==> config.mk <==
export PLATFORM = sky130hd
export DESIGN_NAME = tatg_useq
export DESIGN_NICKNAME = d
export VERILOG_FILES = /design/src/hw/rtl/tatg_pkg.sv /design/src/hw/rtl/tatg_useq.sv
export SDC_FILE = /design/constraint.sdc
export NUM_CORES = 1
export LEC_CHECK = 0
export BUFFER_PORTS_ARGS = -buffer_cell sky130_fd_sc_hd__buf_4
export CORE_MARGIN = 2
export CORE_UTILIZATION = 35
export CTS_BUF_LIST = sky130_fd_sc_hd__clkbuf_8
export DETAILED_ROUTE_END_ITERATION = 8
export HOLD_SLACK_MARGIN = 0.03
export RECOVER_POWER = 100
export SYNTH_ARGS = -nofsm -noshare
export SYNTH_HDL_FRONTEND = slang
export SYNTH_SLANG_ARGS = --single-unit
==> constraint.sdc <==
create_clock -name clk -period 7.6 [get_ports clk]
set_clock_uncertainty 0.05 [all_clocks]
set_input_delay 1.52 -clock clk [delete_from_list [all_inputs] [get_ports clk]]
set_output_delay 1.52 -clock clk [all_outputs]
set_load 0.03 [all_outputs]
==> src/hw/rtl/tatg_pkg.sv <==
// Shared types, byte codes and the microcode program of the text terminal.
`timescale 1ns / 1ps

package tatg_pkg;

    localparam int COLUMNS_DEF = 64;
    localparam int ROWS_DEF    = 20;

    localparam int UPC_W = 5;
    typedef logic [UPC_W-1:0] upc_t;

    // Byte codes recognized by the parser, the blank cell code and the clear-all argument.
    localparam logic [7:0] CH_BS       = 8'h08;
    localparam logic [7:0] CH_TAB      = 8'h09;
    localparam logic [7:0] CH_LF       = 8'h0A;
    localparam logic [7:0] CH_CR       = 8'h0D;
    localparam logic [7:0] CH_ESC      = 8'h1B;
    localparam logic [7:0] CH_SPACE    = 8'h20;
    localparam logic [7:0] CH_ZERO     = 8'h30;
    localparam logic [7:0] CH_NINE     = 8'h39;
    localparam logic [7:0] CH_UPPER_H  = 8'h48;
    localparam logic [7:0] CH_UPPER_J  = 8'h4A;
    localparam logic [7:0] CH_LBRACKET = 8'h5B;
    localparam logic [7:0] CH_TILDE    = 8'h7E;
    localparam logic [6:0] CELL_SPACE  = 7'h20;
    localparam logic [31:0] CLEAR_ALL_ARG = 32'd2;

    typedef enum logic [1:0] {
        MODE_NORMAL = 2'd0,
        MODE_ESCAPE = 2'd1,
        MODE_CSI    = 2'd2
    } mode_t;

    // What the latched request asks for, given the parser mode.
    typedef enum logic [3:0] {
        CL_READ,
        CL_ESC,
        CL_BRACKET,
        CL_DIGIT,
        CL_HOME,
        CL_END_SEQ,
        CL_CLEAR,
        CL_CR,
        CL_BS,
        CL_TAB,
        CL_PUT,
        CL_LF,
        CL_IGNORE
    } cls_t;

    typedef enum logic [4:0] {
        OP_NOP,
        OP_ACCEPT,
        OP_EMIT,
        OP_CLR_START,
        OP_CLR_CELL,
        OP_RD_ADDR,
        OP_RD_DATA,
        OP_ESC,
        OP_BRACKET,
        OP_DIGIT,
        OP_HOME,
        OP_END_SEQ,
        OP_CR,
        OP_DEC_COL,
        OP_WR_SPACE,
        OP_PUT_CHAR,
        OP_PUT_SPACE,
        OP_COL_ZERO,
        OP_ROW_INC,
        OP_SCROLL,
        OP_BLANK_CELL
    } op_t;

    typedef enum logic [1:0] {
        J_NEXT,
        J_GOTO,
        J_IF,
        J_MAP
    } jmp_t;

    typedef enum logic [2:0] {
        C_CLR_MORE,
        C_NO_REQ,
        C_OUT_FREE,
        C_COL_ZERO,
        C_TAB_MORE,
        C_COL_OPEN,
        C_ROW_LAST,
        C_BLANK_MORE
    } cond_t;

    typedef struct packed {
        op_t   op;
        jmp_t  jmp;
        cond_t cond;
        upc_t  target;
    } ctrl_t;

    typedef struct packed {
        cls_t cls;
        logic clr_more;
        logic no_req;
        logic out_free;
        logic col_zero;
        logic tab_more;
        logic col_open;
        logic row_last;
        logic blank_more;
    } status_t;

    // Program addresses.
    localparam upc_t A_RST0  = 5'd0;
    localparam upc_t A_RST1  = 5'd1;
    localparam upc_t A_IDLE  = 5'd2;
    localparam upc_t A_DISP  = 5'd3;
    localparam upc_t A_EMIT  = 5'd4;
    localparam upc_t A_EMITW = 5'd5;
    localparam upc_t A_RD0   = 5'd6;
    localparam upc_t A_RD1   = 5'd7;
    localparam upc_t A_ESC   = 5'd8;
    localparam upc_t A_BRK   = 5'd9;
    localparam upc_t A_DIG   = 5'd10;
    localparam upc_t A_HOME  = 5'd11;
    localparam upc_t A_ENDS  = 5'd12;
    localparam upc_t A_CR    = 5'd13;
    localparam upc_t A_BS0   = 5'd14;
    localparam upc_t A_BS1   = 5'd15;
    localparam upc_t A_BS2   = 5'd16;
    localparam upc_t A_PUT   = 5'd17;
    localparam upc_t A_TAB   = 5'd18;
    localparam upc_t A_ADV   = 5'd19;
    localparam upc_t A_LF0   = 5'd20;
    localparam upc_t A_LFINC = 5'd21;
    localparam upc_t A_SCRL  = 5'd22;
    localparam upc_t A_BLNK  = 5'd23;
    localparam upc_t A_BLNKX = 5'd24;
    localparam upc_t A_CLR0  = 5'd25;
    localparam upc_t A_CLR1  = 5'd26;
    localparam upc_t A_CLRX  = 5'd27;

    function automatic ctrl_t ucode(upc_t a);
        ctrl_t c;
        case (a)
            A_RST0:  c = '{OP_CLR_START,  J_NEXT, C_CLR_MORE,   A_RST0};
            A_RST1:  c = '{OP_CLR_CELL,   J_IF,   C_CLR_MORE,   A_RST1};
            A_IDLE:  c = '{OP_ACCEPT,     J_IF,   C_NO_REQ,     A_IDLE};
            A_DISP:  c = '{OP_NOP,        J_MAP,  C_NO_REQ,     A_IDLE};
            A_EMIT:  c = '{OP_EMIT,       J_IF,   C_OUT_FREE,   A_IDLE};
            A_EMITW: c = '{OP_NOP,        J_GOTO, C_OUT_FREE,   A_EMIT};
            A_RD0:   c = '{OP_RD_ADDR,    J_NEXT, C_NO_REQ,     A_IDLE};
            A_RD1:   c = '{OP_RD_DATA,    J_GOTO, C_NO_REQ,     A_EMIT};
            A_ESC:   c = '{OP_ESC,        J_GOTO, C_NO_REQ,     A_EMIT};
            A_BRK:   c = '{OP_BRACKET,    J_GOTO, C_NO_REQ,     A_EMIT};
            A_DIG:   c = '{OP_DIGIT,      J_GOTO, C_NO_REQ,     A_EMIT};
            A_HOME:  c = '{OP_HOME,       J_GOTO, C_NO_REQ,     A_EMIT};
            A_ENDS:  c = '{OP_END_SEQ,    J_GOTO, C_NO_REQ,     A_EMIT};
            A_CR:    c = '{OP_CR,         J_GOTO, C_NO_REQ,     A_EMIT};
            A_BS0:   c = '{OP_NOP,        J_IF,   C_COL_ZERO,   A_EMIT};
            A_BS1:   c = '{OP_DEC_COL,    J_NEXT, C_NO_REQ,     A_IDLE};
            A_BS2:   c = '{OP_WR_SPACE,   J_GOTO, C_NO_REQ,     A_EMIT};
            A_PUT:   c = '{OP_PUT_CHAR,   J_GOTO, C_NO_REQ,     A_ADV};
            A_TAB:   c = '{OP_PUT_SPACE,  J_IF,   C_TAB_MORE,   A_TAB};
            A_ADV:   c = '{OP_NOP,        J_IF,   C_COL_OPEN,   A_EMIT};
            A_LF0:   c = '{OP_COL_ZERO,   J_IF,   C_ROW_LAST,   A_SCRL};
            A_LFINC: c = '{OP_ROW_INC,    J_GOTO, C_NO_REQ,     A_EMIT};
            A_SCRL:  c = '{OP_SCROLL,     J_NEXT, C_NO_REQ,     A_IDLE};
            A_BLNK:  c = '{OP_BLANK_CELL, J_IF,   C_BLANK_MORE, A_BLNK};
            A_BLNKX: c = '{OP_NOP,        J_GOTO, C_NO_REQ,     A_EMIT};
            A_CLR0:  c = '{OP_CLR_START,  J_NEXT, C_NO_REQ,     A_IDLE};
            A_CLR1:  c = '{OP_CLR_CELL,   J_IF,   C_CLR_MORE,   A_CLR1};
            A_CLRX:  c = '{OP_NOP,        J_GOTO, C_NO_REQ,     A_EMIT};
            default: c = '{OP_NOP,        J_GOTO, C_NO_REQ,     A_IDLE};
        endcase
        return c;
    endfunction

    // Entry point of the routine that serves each kind of request.
    function automatic upc_t dispatch(cls_t k);
        upc_t a;
        case (k)
            CL_READ:    a = A_RD0;
            CL_ESC:     a = A_ESC;
            CL_BRACKET: a = A_BRK;
            CL_DIGIT:   a = A_DIG;
            CL_HOME:    a = A_HOME;
            CL_END_SEQ: a = A_ENDS;
            CL_CLEAR:   a = A_CLR0;
            CL_CR:      a = A_CR;
            CL_BS:      a = A_BS0;
            CL_TAB:     a = A_TAB;
            CL_PUT:     a = A_PUT;
            CL_LF:      a = A_LF0;
            default:    a = A_EMIT;
        endcase
        return a;
    endfunction

endpackage

==> src/hw/rtl/tatg_useq.sv <==
// Microprogram sequencer: step counter, control store and jump logic.
`timescale 1ns / 1ps

module tatg_useq
    import tatg_pkg::*;
(
    input  logic    clk,
    input  logic    rst_n,
    input  status_t status,
    output ctrl_t   ctrl
);

    upc_t upc_reg;
    upc_t upc_next;
    logic hit;

    assign ctrl = ucode(upc_reg);

    always_comb
    begin
        case (ctrl.cond)
            C_CLR_MORE:   hit = status.clr_more;
            C_NO_REQ:     hit = status.no_req;
            C_OUT_FREE:   hit = status.out_free;
            C_COL_ZERO:   hit = status.col_zero;
            C_TAB_MORE:   hit = status.tab_more;
            C_COL_OPEN:   hit = status.col_open;
            C_ROW_LAST:   hit = status.row_last;
            C_BLANK_MORE: hit = status.blank_more;
            default:      hit = 1'b0;
        endcase
    end

    always_comb
    begin
        case (ctrl.jmp)
            J_NEXT:  upc_next = upc_reg + 1'b1;
            J_GOTO:  upc_next = ctrl.target;
            J_IF:    upc_next = hit ? ctrl.target : upc_reg + 1'b1;
            J_MAP:   upc_next = dispatch(status.cls);
            default: upc_next = A_IDLE;
        endcase
    end

    // Reset starts the program at the grid clearing pass.
    always_ff @(posedge clk or negedge rst_n)
    begin
        if (!rst_n)
        begin
            upc_reg <= A_RST0;
        end
        else
        begin
            upc_reg <= upc_next;
        end
    end

endmodule

# Yosys cells after proc, flatten, opt, wreduce, memory -nomap -nowiden
# Memory sizes are Yosys's and may differ from the RTL's.
# Cells that the tools add are included.
dict set report totals {
  regBits 5
  in_bits 14
  memories 2
  wordCells 19
  mem_bits_ro 560
}
dict set report op_classes {
  n_eq_ne 10
  add_sub_neg 1
  n_reduce_logical 2
  muxes 3
}
# name words word_bits rd rd_ports_with_merged_regs wr line_no
set mem_list {}
lappend mem_list {{(name not given)} 32 15 1 0 0 tatg_pkg.sv:144} ;# case (a)
lappend mem_list {{(name not given)} 16 5 1 0 0 tatg_pkg.sv:181} ;# case (k)
# cell count
set ops {}
lappend ops {{$pmux 5 s4} 1}
lappend ops {{$eq 3x3->1 const B} 4}
lappend ops {{$pmux 1 s8} 1}
lappend ops {{$eq 3x2->1 const B} 2}
lappend ops {{$add 5x1->5 const B} 1}
lappend ops {{$mux 5} 1}
lappend ops {{$eq 2x2->1 const B} 2}
lappend ops {{$eq 3x1->1 const B} 1}
lappend ops {{$logic_not 3->1} 1}
lappend ops {{$eq 2x1->1 const B} 1}
lappend ops {{$logic_not 2->1} 1}

# Longest topological paths before layout
# Gate-level depths: netlist of the first run.
# An unclocked memory read counts as a cell.
dict set report depth {
  depth_word 5
  ltp_mapped 10
  depth_no_buf 9
}

# Worst setup path after synthesis of the first run
# Ideal clock, no wire load.
dict set report synth_timing {
  kind {register to output}
  startpoint {register upc_reg[2]}
  endpoint {output ctrl[13] (netlist name)}
  slack_ns 3.991
  path_stages_with_launch 6
  t_required_ns 6.030
  arrival_ns 2.039
  cell_sequence {dfrtp_1 buf_2 buf_2 buf_2 mux2_2 o21ai_0}
}
# item line_no
set synth_lines {}
lappend synth_lines {{start, declared} tatg_useq.sv:13} ;# upc_t upc_reg;
lappend synth_lines {{start signal, assigned} tatg_useq.sv:54} ;# upc_reg <= upc_next;
lappend synth_lines {{end, declared} tatg_useq.sv:10} ;# output ctrl_t ctrl

==> metrics.txt, run 1 <==
# TYPE chip_impl_metric gauge
chip_impl_info{name="crit_path_end_kind",value="primary output"} 1
chip_impl_metric{name="dieArea",unit="sq mm"} 0.003706
chip_impl_metric{name="unique_cell_type_count_in_the_yosys_netlist",unit=""} 46
chip_impl_metric{name="reg2reg_setup_slack",unit="ns"} 4.32
chip_impl_metric{name="route.vias.total",unit=""} 1198
chip_impl_metric{name="io_pins",unit=""} 29
chip_impl_info{name="status",value="finished, violations left"} 1
chip_impl_metric{name="fp.dieW",unit="microns"} 60.88
chip_impl_metric{name="crit_fanout",unit=""} 16
chip_impl_metric{name="grt_remaining_overflow",unit=""} 0
chip_impl_info{name="crit-reg2reg-launch",value="upc_reg[0]"} 1
chip_impl_metric{name="number_of_flip_flops_under_the_largest_register_name",unit=""} 5
chip_impl_metric{name="post_dp_cell_area",unit="sq mm"} 0.001345
chip_impl_metric{name="dr.pass1.iters",unit=""} 4
chip_impl_metric{name="initial_antenna_violation_count",unit=""} 0
chip_impl_metric{name="cp.required",unit="ns"} 6.03
chip_impl_metric{name="achievable-frequency",unit="GHz"} 0.2098
chip_impl_metric{name="post_cts_hold_buffer_count",unit=""} 0
chip_impl_info{name="cts-root-buf",value="sky130_fd_sc_hd__clkbuf_8"} 1
chip_impl_metric{name="postCtsSetupRepairBufs",unit=""} 0
chip_impl_info{name="timing.hold.worst.start",value="upc_reg[0]"} 1
chip_impl_info{name="timing.critical_path.slowest_stage_cell",value="sky130_fd_sc_hd__o21ai_0"} 1
chip_impl_metric{name="remaining_drc_errors",unit=""} 0
chip_impl_info{name="rsz0062_at_grt",value="no"} 1
chip_impl_info{name="timing.setup.critical_path_class",value="reg -> out"} 1
chip_impl_metric{name="grt_pass1_wl",unit="mm"} 4.905
chip_impl_metric{name="max_cap_viol_count",unit=""} 1
chip_impl_metric{name="timing.critical_path.slowest_cell_delay",unit="ns"} 1.22
chip_impl_metric{name="syn_to_final_growth",unit="%"} 16.80
chip_impl_info{name="crit_path_start_kind",value="flip-flop"} 1
chip_impl_metric{name="dieHeight",unit="microns"} 60.88
chip_impl_metric{name="cp.arrival",unit="ns"} 3.20
chip_impl_metric{name="ys.warnings.count",unit=""} 0
chip_impl_metric{name="path_clk_slew",unit="ns"} 0.03
chip_impl_metric{name="synth-edff-count",unit=""} 0
chip_impl_metric{name="worstMarginPinSlew",unit="ns"} 1.551
chip_impl_metric{name="gr-usage-all-layers",unit="%"} 17.18
chip_impl_metric{name="via_count_of_the_first_global_routing_pass",unit=""} 1120
chip_impl_metric{name="tns",unit="ns"} 0
chip_impl_metric{name="drv_slew",unit=""} 17
chip_impl_metric{name="buffer_levels_on_the_longest_clock_path",unit=""} 2
chip_impl_metric{name="postSynthCellCount",unit=""} 153
chip_impl_metric{name="setup_viol_count_final",unit=""} 0
chip_impl_metric{name="cts_resized",unit=""} 0
chip_impl_metric{name="gpl.final_weighted_congestion",unit=""} 0.8472
chip_impl_metric{name="initial_utilization",unit="%"} 36.79
chip_impl_metric{name="vias_per_cell",unit=""} 5.470
chip_impl_info{name="min-delay-path-class",value="reg -> reg"} 1
chip_impl_metric{name="post-route-cell-area",unit="sq mm"} 0.001323
chip_impl_metric{name="number_of_h_tree_levels",unit=""} 1
chip_impl_info{name="synth-main-ff-cell",value="sky130_fd_sc_hd__dfrtp_1"} 1
chip_impl_metric{name="tritoncts.num_buffers",unit=""} 3
chip_impl_metric{name="first_iter_violations",unit=""} 34
chip_impl_metric{name="clk-insertion-delay-late",unit="ns"} 0.21
chip_impl_info{name="mostFrequentLayoutCell",value="sky130_fd_sc_hd__inv_1"} 1
chip_impl_metric{name="grt_max_degree",unit=""} 34
chip_impl_metric{name="reg2reg_depth",unit=""} 7
chip_impl_metric{name="synth-seq-area-share",unit="%"} 11.05
chip_impl_metric{name="portBuffers",unit=""} 28
chip_impl_metric{name="synth_area_per_cell",unit="sq um"} 7.401
chip_impl_metric{name="tritoncts_num_sinks",unit=""} 5
chip_impl_metric{name="min_period",unit="ns"} 4.766
chip_impl_metric{name="coreArea",unit="sq mm"} 0.003078
chip_impl_metric{name="drt.antenna.violating_nets",unit=""} 0
chip_impl_metric{name="synthArstFlopShare",unit="%"} 100.0
chip_impl_info{name="failed_checks",value="max-capacitance violations, max-slew violations"} 1
chip_impl_metric{name="finish.net_count",unit=""} 201
chip_impl_metric{name="fp_rows",unit=""} 20
chip_impl_metric{name="antenna_cells",unit=""} 0
chip_impl_info{name="cells_traversed_along_the_worst_timing_path",value="inv_1 > ha_1 > mux2i_1 > o22ai_1 > o21ai_0 > clkbuf_1"} 1
chip_impl_metric{name="syn-cell-area",unit="sq mm"} 0.001132
chip_impl_metric{name="post-route-period-util",unit="%"} 62.71
chip_impl_metric{name="post-dp-hpwl",unit="mm"} 2.369
chip_impl_metric{name="final_hold_violating_endpoints",unit=""} 0
chip_impl_info{name="mostFrequentLayoutCells",value="sky130_fd_sc_hd__inv_1, sky130_fd_sc_hd__clkbuf_1, sky130_fd_sc_hd__buf_4, sky130_fd_sc_hd__nor2_1, sky130_fd_sc_hd__ha_1"} 1
chip_impl_metric{name="synthesis.nets",unit=""} 178
chip_impl_metric{name="routed_wire_length_per_instance",unit="microns"} 13.87
chip_impl_info{name="min_delay_worst_endpoint",value="upc_reg[0]"} 1
chip_impl_metric{name="finish.utilization",unit="%"} 42.97
chip_impl_metric{name="layout-drive-gt1-share",unit="%"} 13.14
chip_impl_info{name="cts_tree",value="done"} 1
chip_impl_metric{name="number_of_cells_on_the_worst_hold_path",unit=""} 3
chip_impl_info{name="reg2reg_to",value="upc_reg[4]"} 1
chip_impl_metric{name="relSlewSlack",unit="%"} -4.476
chip_impl_metric{name="yosys_register_bits",unit=""} 5
chip_impl_metric{name="route.final.wire_length",unit="mm"} 3.037
worst max-delay path, delay by kind of cell, from the launching register on:
family          cells  cell delay (ns)
buf+inv             2             0.53
mux                 1             0.17
flops               1             0.54
compound gates      2             1.31
fa+ha+maj           1             0.42
metrics by stage:
step	worst slack, ns	hold WS, ns	std cells
after floorplan	3.991	0.6823	153
after global placement	3.656	0.8035	215
after detailed placement	3.562	0.8177	215
after CTS	3.322	0.8232	219
after global routing	2.547	0.9244	219
final	2.834	0.8491	219
cell usage after synthesis (3+ instances only):
cell type	count	area [sq um]
sky130_fd_sc_hd__inv_1	17	63.81
sky130_fd_sc_hd__nor2_1	13	48.80
sky130_fd_sc_hd__ha_1	11	137.6
sky130_fd_sc_hd__nand2_1	10	37.54
sky130_fd_sc_hd__a21oi_1	8	40.04
sky130_fd_sc_hd__mux2i_1	8	80.08
sky130_fd_sc_hd__o21ai_0	7	35.03
sky130_fd_sc_hd__buf_2	6	30.03
sky130_fd_sc_hd__nand2b_1	6	37.54
sky130_fd_sc_hd__dfrtp_1	5	125.1
sky130_fd_sc_hd__nand3_1	5	25.02
sky130_fd_sc_hd__nor3_1	5	25.02
sky130_fd_sc_hd__a211o_1	4	35.03
sky130_fd_sc_hd__o211ai_1	4	30.03
sky130_fd_sc_hd__a31oi_1	3	18.77
sky130_fd_sc_hd__o22ai_1	3	18.77
how the worst max path moves through the flow:
stage,end,depth (start not counted),startpoint,slack (ns)
3_3_place_gp,ctrl[8],6,upc_reg[0],3.66
6_report,ctrl[8],6,upc_reg[0],2.83
2_1_floorplan,ctrl[13],5,upc_reg[2],3.99
3_5_place_dp,ctrl[8],6,upc_reg[0],3.56
5_1_grt,ctrl[8],6,upc_reg[0],2.55
4_1_cts,ctrl[8],6,upc_reg[0],3.32
area by class of cell:
| type | count | area [sq um] |
|---|---|---|
| timing repair buffer | 28 | 157.7 |
| sequential | 5 | 125.1 |
| multi-input combinational | 120 | 872.1 |
| inverter | 18 | 67.56 |
| clock buffer | 3 | 41.29 |
| clock inverter | 1 | 3.754 |
| fill | 326 | 1755 |
| tap | 44 | 55.05 |
metal layers:
layer	wire length (microns)	share of wire (%)	track usage [%]
met1	1323	44	22.06
met2	1507	50	31.03
met3	153	5.0	1.279
met4	52	1.7	4.348
met5	0	0	0
cell families (layout without fill, tap and decap cells):
logic type      after synthesis  count (layout)  synth area share (%)
xor+xnor                      3               3                 2.321
fa+ha+maj                    11              11                 12.15
mux                          12              12                 12.04
compound gates               47              47                 30.72
simple gates                 47              47                 21.11
flops                         5               5                 11.05
buf+inv                      28              50                 10.61
Power of run 1 is not shown: default switching activity piles up to over one toggle a cycle in this logic, so the estimate is an artifact.
==> inputs of run 2 (changes only) <==
- ABC_AREA: default -> 1
- clock period: 7.6 -> 4.1 ns (I/O delays scaled with it)
==> run 2 against run 1 <==
The flow now finishes without violations. Worst hold slack worse by 0.47 ns. Sequential cell count unchanged. Routed wire length up 10%. Synthesized cell count up 33%. Die area up 4.8%. Sequential share of layout area down 0.35 points. Final cell count up 26%.
==> metrics.txt, run 2 <==
# TYPE chip_impl_metric gauge
chip_impl_metric{name="coreArea",unit="sq mm"} 0.003311
chip_impl_info{name="cts-root-buf",value="sky130_fd_sc_hd__clkbuf_8"} 1
chip_impl_metric{name="crit_fanout",unit=""} 8
chip_impl_metric{name="ys.warnings.count",unit=""} 0
chip_impl_metric{name="synth-seq-area-share",unit="%"} 10.50
chip_impl_metric{name="post_cts_hold_buffer_count",unit=""} 0
chip_impl_metric{name="via_count_of_the_first_global_routing_pass",unit=""} 1285
chip_impl_metric{name="synth-edff-count",unit=""} 0
chip_impl_metric{name="post-dp-hpwl",unit="mm"} 2.643
chip_impl_metric{name="number_of_h_tree_levels",unit=""} 1
chip_impl_metric{name="path_clk_slew",unit="ns"} 0.04
chip_impl_metric{name="tns",unit="ns"} 0
chip_impl_metric{name="first_iter_violations",unit=""} 88
chip_impl_info{name="status",value="completed"} 1
chip_impl_info{name="crit_path_end_kind",value="primary output"} 1
chip_impl_metric{name="fp_rows",unit=""} 21
chip_impl_metric{name="buffer_levels_on_the_longest_clock_path",unit=""} 2
chip_impl_metric{name="grt_pass1_wl",unit="mm"} 5.802
chip_impl_metric{name="post-route-period-util",unit="%"} 74.31
chip_impl_info{name="synth_commonest_cells",value="sky130_fd_sc_hd__nand2_1, sky130_fd_sc_hd__inv_1, sky130_fd_sc_hd__nand3_1"} 1
chip_impl_info{name="synth-main-ff-cell",value="sky130_fd_sc_hd__dfrtp_1"} 1
chip_impl_info{name="startpoint",value="upc_reg[0]"} 1
chip_impl_metric{name="achievable-frequency",unit="GHz"} 0.3282
chip_impl_metric{name="postCtsSetupRepairBufs",unit=""} 0
chip_impl_metric{name="yosys_register_bits",unit=""} 5
chip_impl_metric{name="io_pins",unit=""} 29
chip_impl_info{name="post_synth_main_area_contributors",value="sky130_fd_sc_hd__nand2_1, sky130_fd_sc_hd__ha_1, sky130_fd_sc_hd__dfrtp_1, sky130_fd_sc_hd__inv_1, sky130_fd_sc_hd__nand3_1"} 1
chip_impl_metric{name="drt.antenna.violating_nets",unit=""} 0
chip_impl_metric{name="regArea",unit="sq um"} 125.1
chip_impl_info{name="post-synth-top-area-cell",value="sky130_fd_sc_hd__nand2_1"} 1
chip_impl_metric{name="final_hold_violating_endpoints",unit=""} 0
chip_impl_metric{name="route.final.wire_length",unit="mm"} 3.347
chip_impl_metric{name="gr-usage-all-layers",unit="%"} 18.20
chip_impl_metric{name="syn_to_final_growth",unit="%"} 15.34
chip_impl_metric{name="unique_cell_type_count_in_the_yosys_netlist",unit=""} 28
chip_impl_metric{name="antenna_cells",unit=""} 0
chip_impl_metric{name="tritoncts_num_sinks",unit=""} 5
chip_impl_metric{name="relSlewSlack",unit="%"} 62.52
chip_impl_metric{name="dieHeight",unit="microns"} 62.34
chip_impl_metric{name="finish.net_count",unit=""} 256
chip_impl_metric{name="remaining_drc_errors",unit=""} 0
chip_impl_metric{name="worstMarginPinSlew",unit="ns"} 0.5622
chip_impl_metric{name="cts_resized",unit=""} 0
chip_impl_metric{name="nFillCells",unit=""} 402
chip_impl_metric{name="postSynthCellCount",unit=""} 203
chip_impl_metric{name="routed_wire_length_per_instance",unit="microns"} 12.13
chip_impl_metric{name="cp.required",unit="ns"} 3.23
chip_impl_metric{name="cp.arrival",unit="ns"} 2.18
chip_impl_metric{name="min_period",unit="ns"} 3.047
chip_impl_metric{name="tritoncts.num_buffers",unit=""} 3
chip_impl_metric{name="clk-insertion-delay-late",unit="ns"} 0.23
chip_impl_metric{name="synth_area_per_cell",unit="sq um"} 5.868
chip_impl_info{name="crit-reg2reg-launch",value="upc_reg[0]"} 1
chip_impl_metric{name="reg2reg_depth",unit=""} 13
chip_impl_metric{name="multi_input_comb_area",unit="sq um"} 835.8
chip_impl_metric{name="initial_antenna_violation_count",unit=""} 0
chip_impl_info{name="min-delay-path-class",value="in -> async"} 1
chip_impl_info{name="mostFrequentLayoutCells",value="sky130_fd_sc_hd__nand2_1, sky130_fd_sc_hd__inv_1, sky130_fd_sc_hd__nand3_1, sky130_fd_sc_hd__buf_4, sky130_fd_sc_hd__nor2_1"} 1
chip_impl_metric{name="gpl.final_weighted_congestion",unit=""} 0.9180
chip_impl_metric{name="fp.dieW",unit="microns"} 62.34
chip_impl_metric{name="layout-drive-gt1-share",unit="%"} 14.35
chip_impl_info{name="rsz0062_at_grt",value="no"} 1
chip_impl_metric{name="vias_per_cell",unit=""} 5.065
chip_impl_metric{name="dr.pass1.iters",unit=""} 4
chip_impl_metric{name="drv_slew",unit=""} 0
chip_impl_info{name="mostFrequentLayoutCell",value="sky130_fd_sc_hd__nand2_1"} 1
chip_impl_info{name="timing.setup.critical_path_class",value="reg -> out"} 1
chip_impl_metric{name="grt_max_degree",unit=""} 18
chip_impl_metric{name="max_cap_viol_count",unit=""} 0
chip_impl_info{name="cts_tree",value="done"} 1
chip_impl_metric{name="number_of_flip_flops_under_the_largest_register_name",unit=""} 5
chip_impl_metric{name="route.vias.total",unit=""} 1398
chip_impl_metric{name="initial_utilization",unit="%"} 35.98
chip_impl_info{name="crit_path_start_kind",value="flip-flop"} 1
chip_impl_metric{name="dieArea",unit="sq mm"} 0.003886
chip_impl_metric{name="synthArstFlopShare",unit="%"} 100.0
chip_impl_metric{name="yosysTopAreaCellShare",unit="%"} 16.70
chip_impl_metric{name="grt_remaining_overflow",unit=""} 0
chip_impl_metric{name="portBuffers",unit=""} 28
chip_impl_metric{name="setup_viol_count_final",unit=""} 0
chip_impl_metric{name="synthesis.nets",unit=""} 228
chip_impl_metric{name="syn-cell-area",unit="sq mm"} 0.001191
chip_impl_info{name="yosys.cell_count.top_type",value="sky130_fd_sc_hd__nand2_1"} 1
-- run 2: cell types whose count changed in the layout (fill, tap and decap cells not counted), sizes merged, moves of 4 or more --
| cell | change |
|---|---|
| o21ai | +7 |
| clkbuf | -5 |
| inv | +17 |
| nand2 | +46 |
| nand4 | +5 |
| nand3 | +22 |
| nand2b | -6 |
| buf | +5 |
| o211ai | -4 |
| nor2 | +7 |
| mux2i | -8 |
| a211o | -4 |
-- run 2: metrics by stage --
stage	cells	util (%)	hold slack, ns	worst slack (ns)	cell area (sq um)
CTS	276	44.07	0.3344	1.259	1459
detailed placement	272	42.71	0.5718	1.505	1414
finish	276	41.50	0.3805	1.053	1374
global route	276	41.50	0.4085	0.9310	1374
global placement	272	42.71	0.5716	1.583	1414
floorplan	203	-	0.4744	1.515	1191
-- run 2: final timing paths --
check                      slack [ns]          to
min                              0.38  upc_reg[0]
min reg2reg                      0.76  upc_reg[0]
max reg2reg                      1.65  upc_reg[2]
max in group asynchronous        3.41  upc_reg[2]
min in group clk                 0.76  upc_reg[0]
max                              1.05     ctrl[9]
-- run 2: area by class of cell --
| class | instances | area share [%] |
|---|---|---|
| timing repair buffer | 28 | 12.84 |
| sequential | 5 | 9.107 |
| tap | 46 | 4.189 |
| inverter | 35 | 9.745 |
| clock buffer | 3 | 3.005 |
| multi-input combinational | 158 | 60.84 |
| clock inverter | 1 | 0.2732 |
-- run 2: kinds of logic (layout without fill, tap and decap cells) --
group           Yosys count  in the layout  synth area share (%)
compound gates           36             36                 17.12
xor+xnor                  1              1                0.7354
fa+ha+maj                11             11                 11.55
buf+inv                  40             67                 15.02
flops                     5              5                 10.50
simple gates            110            110                 45.06
-- run 2: worst max-delay path, stage by stage, from the launching register on --
cell                      delay (ns)
sky130_fd_sc_hd__dfrtp_1        0.48
sky130_fd_sc_hd__inv_1          0.15
sky130_fd_sc_hd__ha_1           0.40
sky130_fd_sc_hd__nand2_1        0.09
sky130_fd_sc_hd__nand3_1        0.21
sky130_fd_sc_hd__nand3_1        0.33
sky130_fd_sc_hd__buf_4          0.29
-- run 2: routing by layer --
metal	up-vias	track usage, %	share of wire [%]
met5	-	0	0
met3	3	1.087	4.2
met4	0	6.944	0.90
li1	724	-	-
met1	633	25.03	47
met2	38	30.03	48
Power of run 2 is left out for the same reason.
